**src/rtl/wfba_pkg.sv**
```systemverilog
package wfba_pkg;

  // Width of the request and the returned start address on the ports.
  localparam int unsigned REQ_W = 11;
  localparam int unsigned ADDR_W = 11;

  localparam int unsigned DEF_TABLE_DEPTH = 64;
  localparam int unsigned DEF_MEM_SIZE = 1024;

  typedef enum logic [1:0] {
    ST_IDLE,
    ST_SEARCH,
    ST_DONE
  } wfba_state_t;

endpackage

```
**src/rtl/wfba_cell.sv**
```systemverilog
module wfba_cell #(
  parameter int unsigned IDX = 0,
  parameter int unsigned TABLE_DEPTH = 64,
  parameter int unsigned MEM_SIZE = 1024,
  localparam int unsigned LW = $clog2(MEM_SIZE + 1),
  localparam int unsigned IW = $clog2(TABLE_DEPTH),
  localparam int unsigned CW = (LW > wfba_pkg::REQ_W) ? LW : wfba_pkg::REQ_W
) (
  input  logic                       clk,
  input  logic                       rst,
  input  logic [wfba_pkg::REQ_W-1:0] req,
  // Running best candidate from the previous cell.
  input  logic                       found_in,
  input  logic [LW-1:0]              rem_in,
  input  logic [IW-1:0]              pick_in,
  input  logic [LW-1:0]              start_in,
  output logic                       found_out,
  output logic [LW-1:0]              rem_out,
  output logic [IW-1:0]              pick_out,
  output logic [LW-1:0]              start_out,
  // Final result of the search, broadcast for the update.
  input  logic                       upd_en,
  input  logic                       fin_found,
  input  logic [LW-1:0]              fin_rem,
  input  logic [IW-1:0]              fin_pick,
  input  logic [LW-1:0]              rem_start,
  // Entry of the previous cell, for the shift on insert.
  input  logic [LW-1:0]              prev_start,
  input  logic [LW-1:0]              prev_len,
  input  logic                       prev_taken,
  output logic [LW-1:0]              ent_start,
  output logic [LW-1:0]              ent_len,
  output logic                       ent_taken
);
  import wfba_pkg::*;

  localparam logic [LW-1:0] RESET_LEN = (IDX == 0) ? LW'(MEM_SIZE) : '0;

  logic [CW-1:0] req_ext;
  logic [CW-1:0] len_ext;
  logic          fits;
  logic [LW-1:0] my_rem;
  logic          take;
  logic [IW:0]   self_idx;
  logic [IW:0]   after_pick;
  logic          shift;

  always_comb begin
    req_ext = CW'(req);
    len_ext = CW'(ent_len);
    fits = !ent_taken && (len_ext >= req_ext);
    my_rem = LW'(len_ext - req_ext);
    // Strictly larger wins, so the lower index keeps a tie.
    take = fits && (!found_in || (my_rem > rem_in));
    self_idx = (IW + 1)'(IDX);
    after_pick = {1'b0, fin_pick} + (IW + 1)'(1);
    shift = fin_rem != '0;
  end

  always_ff @(posedge clk) begin
    if (take) begin
      found_out <= 1'b1;
      rem_out <= my_rem;
      pick_out <= IW'(IDX);
      start_out <= ent_start;
    end else begin
      found_out <= found_in;
      rem_out <= rem_in;
      pick_out <= pick_in;
      start_out <= start_in;
    end
  end

  always_ff @(posedge clk) begin
    if (rst) begin
      ent_start <= '0;
      ent_len <= RESET_LEN;
      ent_taken <= 1'b0;
    end else if (upd_en && fin_found) begin
      if (self_idx == {1'b0, fin_pick}) begin
        ent_taken <= 1'b1;
        ent_len <= LW'(req_ext);
      end else if (shift && (self_idx == after_pick)) begin
        ent_start <= rem_start;
        ent_len <= fin_rem;
        ent_taken <= 1'b0;
      end else if (shift && (self_idx > after_pick)) begin
        ent_start <= prev_start;
        ent_len <= prev_len;
        ent_taken <= prev_taken;
      end
    end
  end

endmodule

```
**config.mk**
```make
export PLATFORM = sky130hd
export DESIGN_NAME = wfba_cell
export DESIGN_NICKNAME = d
export VERILOG_FILES = /design/src/rtl/wfba_pkg.sv /design/src/rtl/wfba_cell.sv
export SDC_FILE = /design/constraint.sdc
export NUM_CORES = 1
export LEC_CHECK = 0
export BUFFER_PORTS_ARGS = -buffer_cell sky130_fd_sc_hd__buf_2
export CAP_MARGIN = 5
export CELL_PAD_IN_SITES_DETAIL_PLACEMENT = 1
export CELL_PAD_IN_SITES_GLOBAL_PLACEMENT = 1
export CORE_MARGIN = 4
export CORE_UTILIZATION = 33
export CTS_CLUSTER_SIZE = 14
export DETAILED_ROUTE_END_ITERATION = 8
export GPL_TIMING_DRIVEN = 0
export PLACE_DENSITY_LB_ADDON = 0.12
export SLEW_MARGIN = 40
export SYNTH_ARGS = -nofsm -noshare
export SYNTH_HDL_FRONTEND = slang
export SYNTH_SLANG_ARGS = --single-unit
export TNS_END_PERCENT = 10
```
**constraint.sdc**
```tcl
create_clock -name clk -period 5.1 [get_ports clk]
set_input_delay 1.275 -clock clk [delete_from_list [all_inputs] [get_ports clk]]
set_output_delay 1.275 -clock clk [all_outputs]
set_load 0.02 [all_outputs]
```
## Word level (Yosys, flattened, before mapping)

Index checks and enable logic that the tools add are counted.

| word-level totals | value |
|---|---|
| bits in registers | 52 |
| bits in latches | 0 |
| memory bits (writable) | 0 |
| memory bits (read-only) | 0 |
| logic and storage cells | 38 |
| memories | 0 |

| cells by class | value |
|---|---|
| add/subtract/negate cells | 2 |
| multipliers | 0 |
| div/mod/pow operators | 0 |
| magnitude comparators | 3 |
| eq/ne operators | 0 |
| shifts and indexed selects | 0 |
| muxes and demuxes | 10 |
| bitwise operators | 1 |
| reduce and logical (&&, ||, !) cells | 15 |

Operator list:

| operator | count |
|---|---|
| 11-bit two-way mux | 7 |
| 7-bit logical NOT | 2 |
| 11-bit >= comparator | 1 |
| 11-bit > comparator | 1 |
| 11-bit nonzero test | 1 |
| 11-bit subtractor | 1 |
| 6-bit by 1-bit adder with 7-bit output (second input constant) | 1 |
| 1-bit by 7-bit > comparator with 1-bit output (first input constant) | 1 |
| 1-bit logical AND | 5 |
| 1-bit two-way mux | 3 |
| 3-bit AND reduction | 1 |
| 3-bit nonzero test | 1 |
| 1-bit logical NOT | 2 |
| 2-bit AND reduction | 1 |
| 2-bit nonzero test | 1 |
| 1-bit logical OR | 1 |
| 1-bit NOT | 1 |

## Logic depth before layout (Yosys ltp)

Gate-level depths: netlist (run 1).

| logic depth | value |
|---|---|
| depth in word-level cells | 6 |
| mapped depth | 17 |
| mapped depth without buffers | 16 |

## Worst setup path after synthesis (run 1)

No wires, ideal clock.

| timing path | value |
|---|---|
| path type | input to register |
| start point | in req[0] in the netlist's numbering |
| end point | reg rem_out[1] |
| setup time | 0.121 ns |
| arrival | 4.405 ns |
| path slack | 0.574 ns |
| stages on the path | 16 |
| buffers on the path | 1 |
| path through | ha_1 inv_1 fa_1 a211oi_1 o211ai_1 a31o_2 a21oi_1 xnor2_1 ha_1 nand4_1 nor2_1 o21a_1 a221o_1 nand3_2 buf_2 mux2_2 |

| between the ends | value |
|---|---|
| cells in the longest elaborated chain, start to end | 5 |

RTL lines:

| item | line | text |
|---|---|---|
| start, declared | wfba_cell.sv:11 | `input logic [wfba_pkg::REQ_W-1:0] req,` |
| 11-bit subtractor | wfba_cell.sv:52 | `my_rem = LW'(len_ext - req_ext);` |
| 11-bit > comparator | wfba_cell.sv:54 | `take = fits && (!found_in \|\| (my_rem > rem_in));` |
| 1-bit logical OR | wfba_cell.sv:54 |  |
| 1-bit logical AND | wfba_cell.sv:54 |  |
| 11-bit two-way mux (*) | wfba_cell.sv:61 | `if (take) begin` |
| end signal, assigned | wfba_cell.sv:63 | `rem_out <= my_rem;` |
| end signal, assigned | wfba_cell.sv:68 | `rem_out <= rem_in;` |
| end, declared | wfba_cell.sv:18 | `output logic [LW-1:0] rem_out,` |

Mark *: on every way between the ends. The rest lies on a longest branch, timed or not.
A chain may end at the register's enable or synchronous reset.

## Worst setup path after layout (run 1)

| timing path | value |
|---|---|
| start point | in req[0] in the netlist's numbering |
| end point | reg rem_out[5] |

The elaborated chain is that of the path after synthesis.

==> results of run 1 <==
[path summary, 6_finish.rpt]
kind	start	to	slack (ns)	cells after the start
worst max-delay path	req[0]	rem_out[5]	0.29	17
worst min register to register	ent_len[5]	ent_len[5]	0.48	2
worst max register to register	ent_len[0]	rem_out[5]	0.97	17
worst min-delay path	ent_len[5]	ent_len[5]	0.48	2
[power by group]
group          switching, mW  internal (mW)
clock network          0.150          0.101
registers            0.00557          0.429
logic                  0.111         0.0942
[cell usage in the layout (no fill, tap or decap), types with 7 or more instances in the layout]
cell      Yosys  layout
and2_1        7       7
a211o_1      11      11
a21oi_1      28      28
dfxtp_1      52      52
o21ai_0       7       7
buf_2         6     152
inv_1        29      29
mux2i_1      23      23
a211oi_1     14      14
ha_1         25      25
mux2_2       21      21
nand2_1      23      23
nor2_1       29      29
[through the flow]
step                       util  hold WS [ns]  total power, mW  area [um^2]
after global placement    0.441         0.461            0.649         3880
after CTS                 0.452         0.486            0.910         3980
after floorplan               -         0.542            0.566         3020
final                     0.452         0.483            0.891         3980
after global routing      0.452         0.518            0.957         3980
after detailed placement  0.441         0.469            0.653         3880
[per-layer routing]
layer  track usage  vias to the layer above  part of all wire
met1         0.205                     1293              0.44
met2         0.273                      100              0.48
met4        0.0446                        0             0.014
met5             0                        -                 0
li1              -                     1456                 -
met3        0.0392                        8             0.066
[flip-flops by register name, summed over array words and instances, names as in the netlist]
| signal | cells |
|---|---|
| pick_out | 6 |
| rem_out | 11 |
| ent_taken | 1 |
| start_out | 11 |
| ent_start | 11 |
| ent_len | 11 |
| found_out | 1 |
[cells by family (layout without fill, tap and decap cells)]
family / Yosys count / after routing / synth area share
xor gates and xnor gates: 8 / 8 / 0.0232
AOI/OAI and AO/OA: 74 / 74 / 0.168
buffers and inverters: 45 / 199 / 0.0684
DFF: 52 / 52 / 0.345
and+or+nand+nor: 79 / 79 / 0.131
muxes: 44 / 44 / 0.155
adders and majority gates: 26 / 26 / 0.110
[layout make-up]
cell class	instances	area [um^2]	share of cell area
Tap cell	108	135	0.0339
Inverter	30	113	0.0283
Timing Repair Buffer	146	731	0.184
Buffer	15	93.8	0.0236
Clock inverter	3	27.5	0.00691
Clock buffer	5	68.8	0.0173
Multi-Input combinational cell	231	1770	0.445
Sequential cell	52	1040	0.261
[critical path: stages]
cell,delay (ns)
buf_2,0.11
ha_1,0.19
inv_1,0.06
fa_1,0.42
a211oi_1,0.33
o211ai_1,0.18
a31o_2,0.26
a21oi_1,0.18
xnor2_1,0.17
ha_1,0.29
nand4_1,0.10
nor2_1,0.06
o21a_1,0.10
a221o_1,0.35
nand3_2,0.26
buf_2,0.32
mux2_2,0.37
==> impl_metrics.env, run 1 <==
export IMPL_status="completed"
export IMPL_async_flop_share=0
export IMPL_dpl_hpwl_um=7470
export IMPL_core_area_mm2=0.00881
export IMPL_drt_iter0_drc=85
export IMPL_place_ws_ns=-0.0866
export IMPL_dieArea_mm2=0.0107
export IMPL_fillCellCount=1086
export IMPL_hold_buffers=0
export IMPL_synthesis_nets=449
export IMPL_leakage_nw=2.10
export IMPL_ctsRootBufferMaster="clkbuf_8"
export IMPL_ys_seq_elements=52
export IMPL_fin_cells=590
export IMPL_ys_flop_type="dfxtp_1"
export IMPL_fp_row_count=34
export IMPL_ant_nets=0
export IMPL_fin_skew_ns=0.00667
export IMPL_cp_start_kind="input port"
export IMPL_grt_usage=0.161
export IMPL_antenna_found_initial=0
export IMPL_cp_arrival_ns=5.01
export IMPL_worstPathRequired_ns=5.30
export IMPL_routed_wl_um=8720
export IMPL_yosysWarnings=0
export IMPL_synth_common_cells="dfxtp_1 (52), inv_1 (29), nor2_1 (29)"
export IMPL_syn_area_per_cell_um2=9.20
export IMPL_clockBufferDepth=2
export IMPL_dr_pass1_iters=4
export IMPL_netlist_area_mm2=0.00302
export IMPL_portBuffers=146
export IMPL_grt_pass1_wl_um=14400
export IMPL_avgRoutedWirePerCell_um=14.8
export IMPL_postCtsSetupBuffers=0
export IMPL_routabilityCongestion=0.775
export IMPL_end_kind="flop"
export IMPL_cp_max_fo=10
export IMPL_p_per_area_mw_per_mm2=224
export IMPL_boundaryPins=147
export IMPL_yosys_area_top_type_share=0.345
export IMPL_n_antenna_cell=0
export IMPL_finalCritPeriodShare=0.943
export IMPL_grt_max_degree=19
export IMPL_synth_yosys_seq_area_share=0.345
export IMPL_min_period_ns=4.81
export IMPL_synth_distinct_cells=46
export IMPL_finalWorstSetupSlack_ns=0.292
export IMPL_finalSetupViolations=0
export IMPL_hold_viol=0
export IMPL_fin_tns_setup_ns=0
export IMPL_clock_latency_ns=0.31
export IMPL_synth_most_common_cell="dfxtp_1"
export IMPL_yosys_area_top_type="dfxtp_1"
export IMPL_path_class="in2reg"
export IMPL_cts_tree="built"
export IMPL_max_slew_worst_pin_slew_ns=0.468
export IMPL_synth_cells=328
export IMPL_vdd_ir_drop_max_mv=0.109
export IMPL_grt_pass1_vias=2981
export IMPL_cts_repair_resized=0
export IMPL_maxSlewHeadroom=0.688
export IMPL_drv_cap=0
export IMPL_viasPerCell=4.84
export IMPL_synthTopCellsByArea="dfxtp_1 (34%), ha_1 (10%), mux2_2 (7.8%), mux2i_1 (7.6%), a21oi_1 (4.6%)"
export IMPL_die_x_um=104
export IMPL_fin_nets=602
export IMPL_hold_class="reg2reg"
export IMPL_fmax_mhz=208
export IMPL_rsz0062_at_grt="no"
export IMPL_dr_total_vias=2857
export IMPL_die_height_um=104
export IMPL_drv_slew=0
export IMPL_grt_ovfl_total=0
export IMPL_dp_cells=582
export IMPL_drive_above_1_share=0.402
export IMPL_clk_pin_slew_ns=0.10
export IMPL_cts_buffers=5
export IMPL_clock_sinks=52
export IMPL_synth_edff_count=0
export IMPL_initial_utilization=0.343
export IMPL_syn_to_final_growth_pct=31.9
export IMPL_htree_levels=2
export IMPL_drc_errors=0
No activity file was read; power rests on OpenSTA's default activity.
==> run 2, diff against run 1 <==
--- a/config.mk
+++ b/config.mk
@@ -9,6 +9,7 @@
 export CAP_MARGIN = 5
 export CELL_PAD_IN_SITES_DETAIL_PLACEMENT = 1
 export CELL_PAD_IN_SITES_GLOBAL_PLACEMENT = 1
+export CORE_ASPECT_RATIO = 1.25
 export CORE_MARGIN = 4
 export CORE_UTILIZATION = 33
 export CTS_CLUSTER_SIZE = 14
==> run 2 against run 1 <==
First-iteration DRC count down 25%; sequential power hardly changed; largest cell class unchanged; critical path type unchanged; count of clock-buffer cells in the layout up 1.
==> impl_metrics.env, run 2 (same netlist as run 1, synthesis figures left out) <==
export IMPL_status="completed"
export IMPL_path_cells="buf_2, ha_1, inv_1, fa_1, a211oi_1, o211ai_1, a31o_2, a21oi_1, xnor2_1, ha_1, nand4_1, nor2_1, o21a_1, a221o_1, nand3_2, clkbuf_4, mux2_2"
export IMPL_finalWorstSetupSlack_ns=0.267
export IMPL_end_kind="flop"
export IMPL_cts_tree="built"
export IMPL_worstPathRequired_ns=5.30
export IMPL_leakage_nw=2.11
export IMPL_htree_levels=2
export IMPL_rr_worst_depth=17
export IMPL_grt_ovfl_total=0
export IMPL_fmax_mhz=207
export IMPL_core_area_mm2=0.00880
export IMPL_viasPerCell=4.76
export IMPL_die_height_um=115
export IMPL_ctsRootBufferMaster="clkbuf_8"
export IMPL_grt_usage=0.167
export IMPL_cp_arrival_ns=5.03
export IMPL_dieArea_mm2=0.0108
export IMPL_place_ws_ns=-0.103
export IMPL_crit_path_top_delay_cell="fa_1"
export IMPL_portBuffers=146
export IMPL_path_depth=17
export IMPL_drv_slew=0
export IMPL_drive_above_1_share=0.400
export IMPL_clockBufferDepth=2
export IMPL_crit_family="compound AO/OA/AOI/OAI gates"
export IMPL_fp_row_count=38
export IMPL_fin_nets=602
export IMPL_n_antenna_cell=0
export IMPL_routabilityCongestion=0.759
export IMPL_mostFrequentLayoutCell="buf_2"
export IMPL_grt_pass1_vias=3071
export IMPL_vdd_ir_drop_max_mv=0.0974
export IMPL_hold_class="reg2reg"
export IMPL_fin_skew_ns=0.00772
export IMPL_layout_common_cells="buf_2 (151), dfxtp_1 (52), inv_1 (29), nor2_1 (29), a21oi_1 (28)"
export IMPL_drc_errors=0
export IMPL_maxSlewHeadroom=0.660
export IMPL_path_buf_inv=3
export IMPL_grt_max_degree=17
export IMPL_drv_cap=0
export IMPL_syn_to_final_growth_pct=32.9
export IMPL_fin_cells=602
export IMPL_clock_sinks=52
export IMPL_finalCritPeriodShare=0.948
export IMPL_critPathMaxStageDelay_ns=0.43
export IMPL_fillCellCount=1085
export IMPL_rsz0062_at_grt="no"
export IMPL_min_path_cells=2
export IMPL_fin_tns_setup_ns=0
export IMPL_finalSetupViolations=0
export IMPL_p_per_area_mw_per_mm2=232
export IMPL_min_period_ns=4.83
export IMPL_max_slew_worst_pin_slew_ns=0.510
export IMPL_drt_iter0_drc=64
export IMPL_cpMostUsedCell="ha_1"
export IMPL_dr_total_vias=2868
export IMPL_cp_start_kind="input port"
export IMPL_postCtsSetupBuffers=0
export IMPL_initial_utilization=0.343
export IMPL_dp_cells=594
export IMPL_die_x_um=93.6
export IMPL_ant_nets=0
export IMPL_hold_viol=0
export IMPL_clk_pin_slew_ns=0.09
export IMPL_cts_repair_resized=0
export IMPL_holdWs_ns=0.494
export IMPL_power_total_mw=0.932
export IMPL_clock_latency_ns=0.31
export IMPL_hold_buffers=0
export IMPL_path_class="in2reg"
export IMPL_worst_r2r_setup_slack_ns=0.94
export IMPL_dpl_hpwl_um=7530
export IMPL_cp_max_fo=10
export IMPL_avgRoutedWirePerCell_um=14.8
export IMPL_grt_pass1_wl_um=14300
export IMPL_boundaryPins=147
export IMPL_routed_wl_um=8940
export IMPL_antenna_found_initial=0
export IMPL_dr_pass1_iters=4
export IMPL_cts_buffers=5
## run 2: through the flow
step	util	instance area (um^2)
4_1_cts	0.456	4010
3_3_place_gp	0.443	3900
3_5_place_dp	0.443	3900
5_1_grt	0.456	4010
6_report	0.456	4010
2_1_floorplan	-	3020
## run 2: power by group
group	total [mW]	switching [mW]	internal, mW	leakage, nW
clock network	0.292	0.143	0.149	0.0558
logic	0.206	0.111	0.0947	1.63
registers	0.434	0.00508	0.429	0.429
total	0.932	0.260	0.672	2.11
## run 2: path summary, 6_finish.rpt
path	from	end
setup / recovery	req[0]	rem_out[5]
hold / removal	ent_len[8]	ent_len[8]
setup reg to reg	ent_len[0]	rem_out[5]
hold reg to reg	ent_len[8]	ent_len[8]
## run 2: worst reg2reg max path: stages, from the launching register on
cell and delay (ns):
dfxtp_1 0.35, inv_1 0.06, ha_1 0.17, inv_1 0.06
fa_1 0.43, a211oi_1 0.37, o211ai_1 0.19, a31o_2 0.26
a21oi_1 0.17, xnor2_1 0.17, ha_1 0.29, nand4_1 0.10
nor2_1 0.06, o21a_1 0.10, a221o_1 0.36, nand3_2 0.25
clkbuf_4 0.30, mux2_2 0.36
## run 2: final cells by class
cell class | instances | area [um^2] | share of cell area
Multi-Input combinational cell | 231 | 1770 | 0.441
Sequential cell | 52 | 1040 | 0.259
Timing Repair Buffer | 146 | 731 | 0.182
Tap cell | 120 | 150 | 0.0374
Inverter | 30 | 113 | 0.0281
Buffer | 15 | 96.3 | 0.0240
Clock buffer | 6 | 72.6 | 0.0181
Clock inverter | 2 | 38.8 | 0.00966
## run 2: routing by layer
metal,wire [um],share of wire,vias up,track usage
li1,-,-,1454,-
met1,3670,0.41,1310,0.196
met2,4510,0.50,93,0.297
met3,592,0.066,11,0.0406
met4,160,0.018,0,0.0539
met5,0,0,-,0
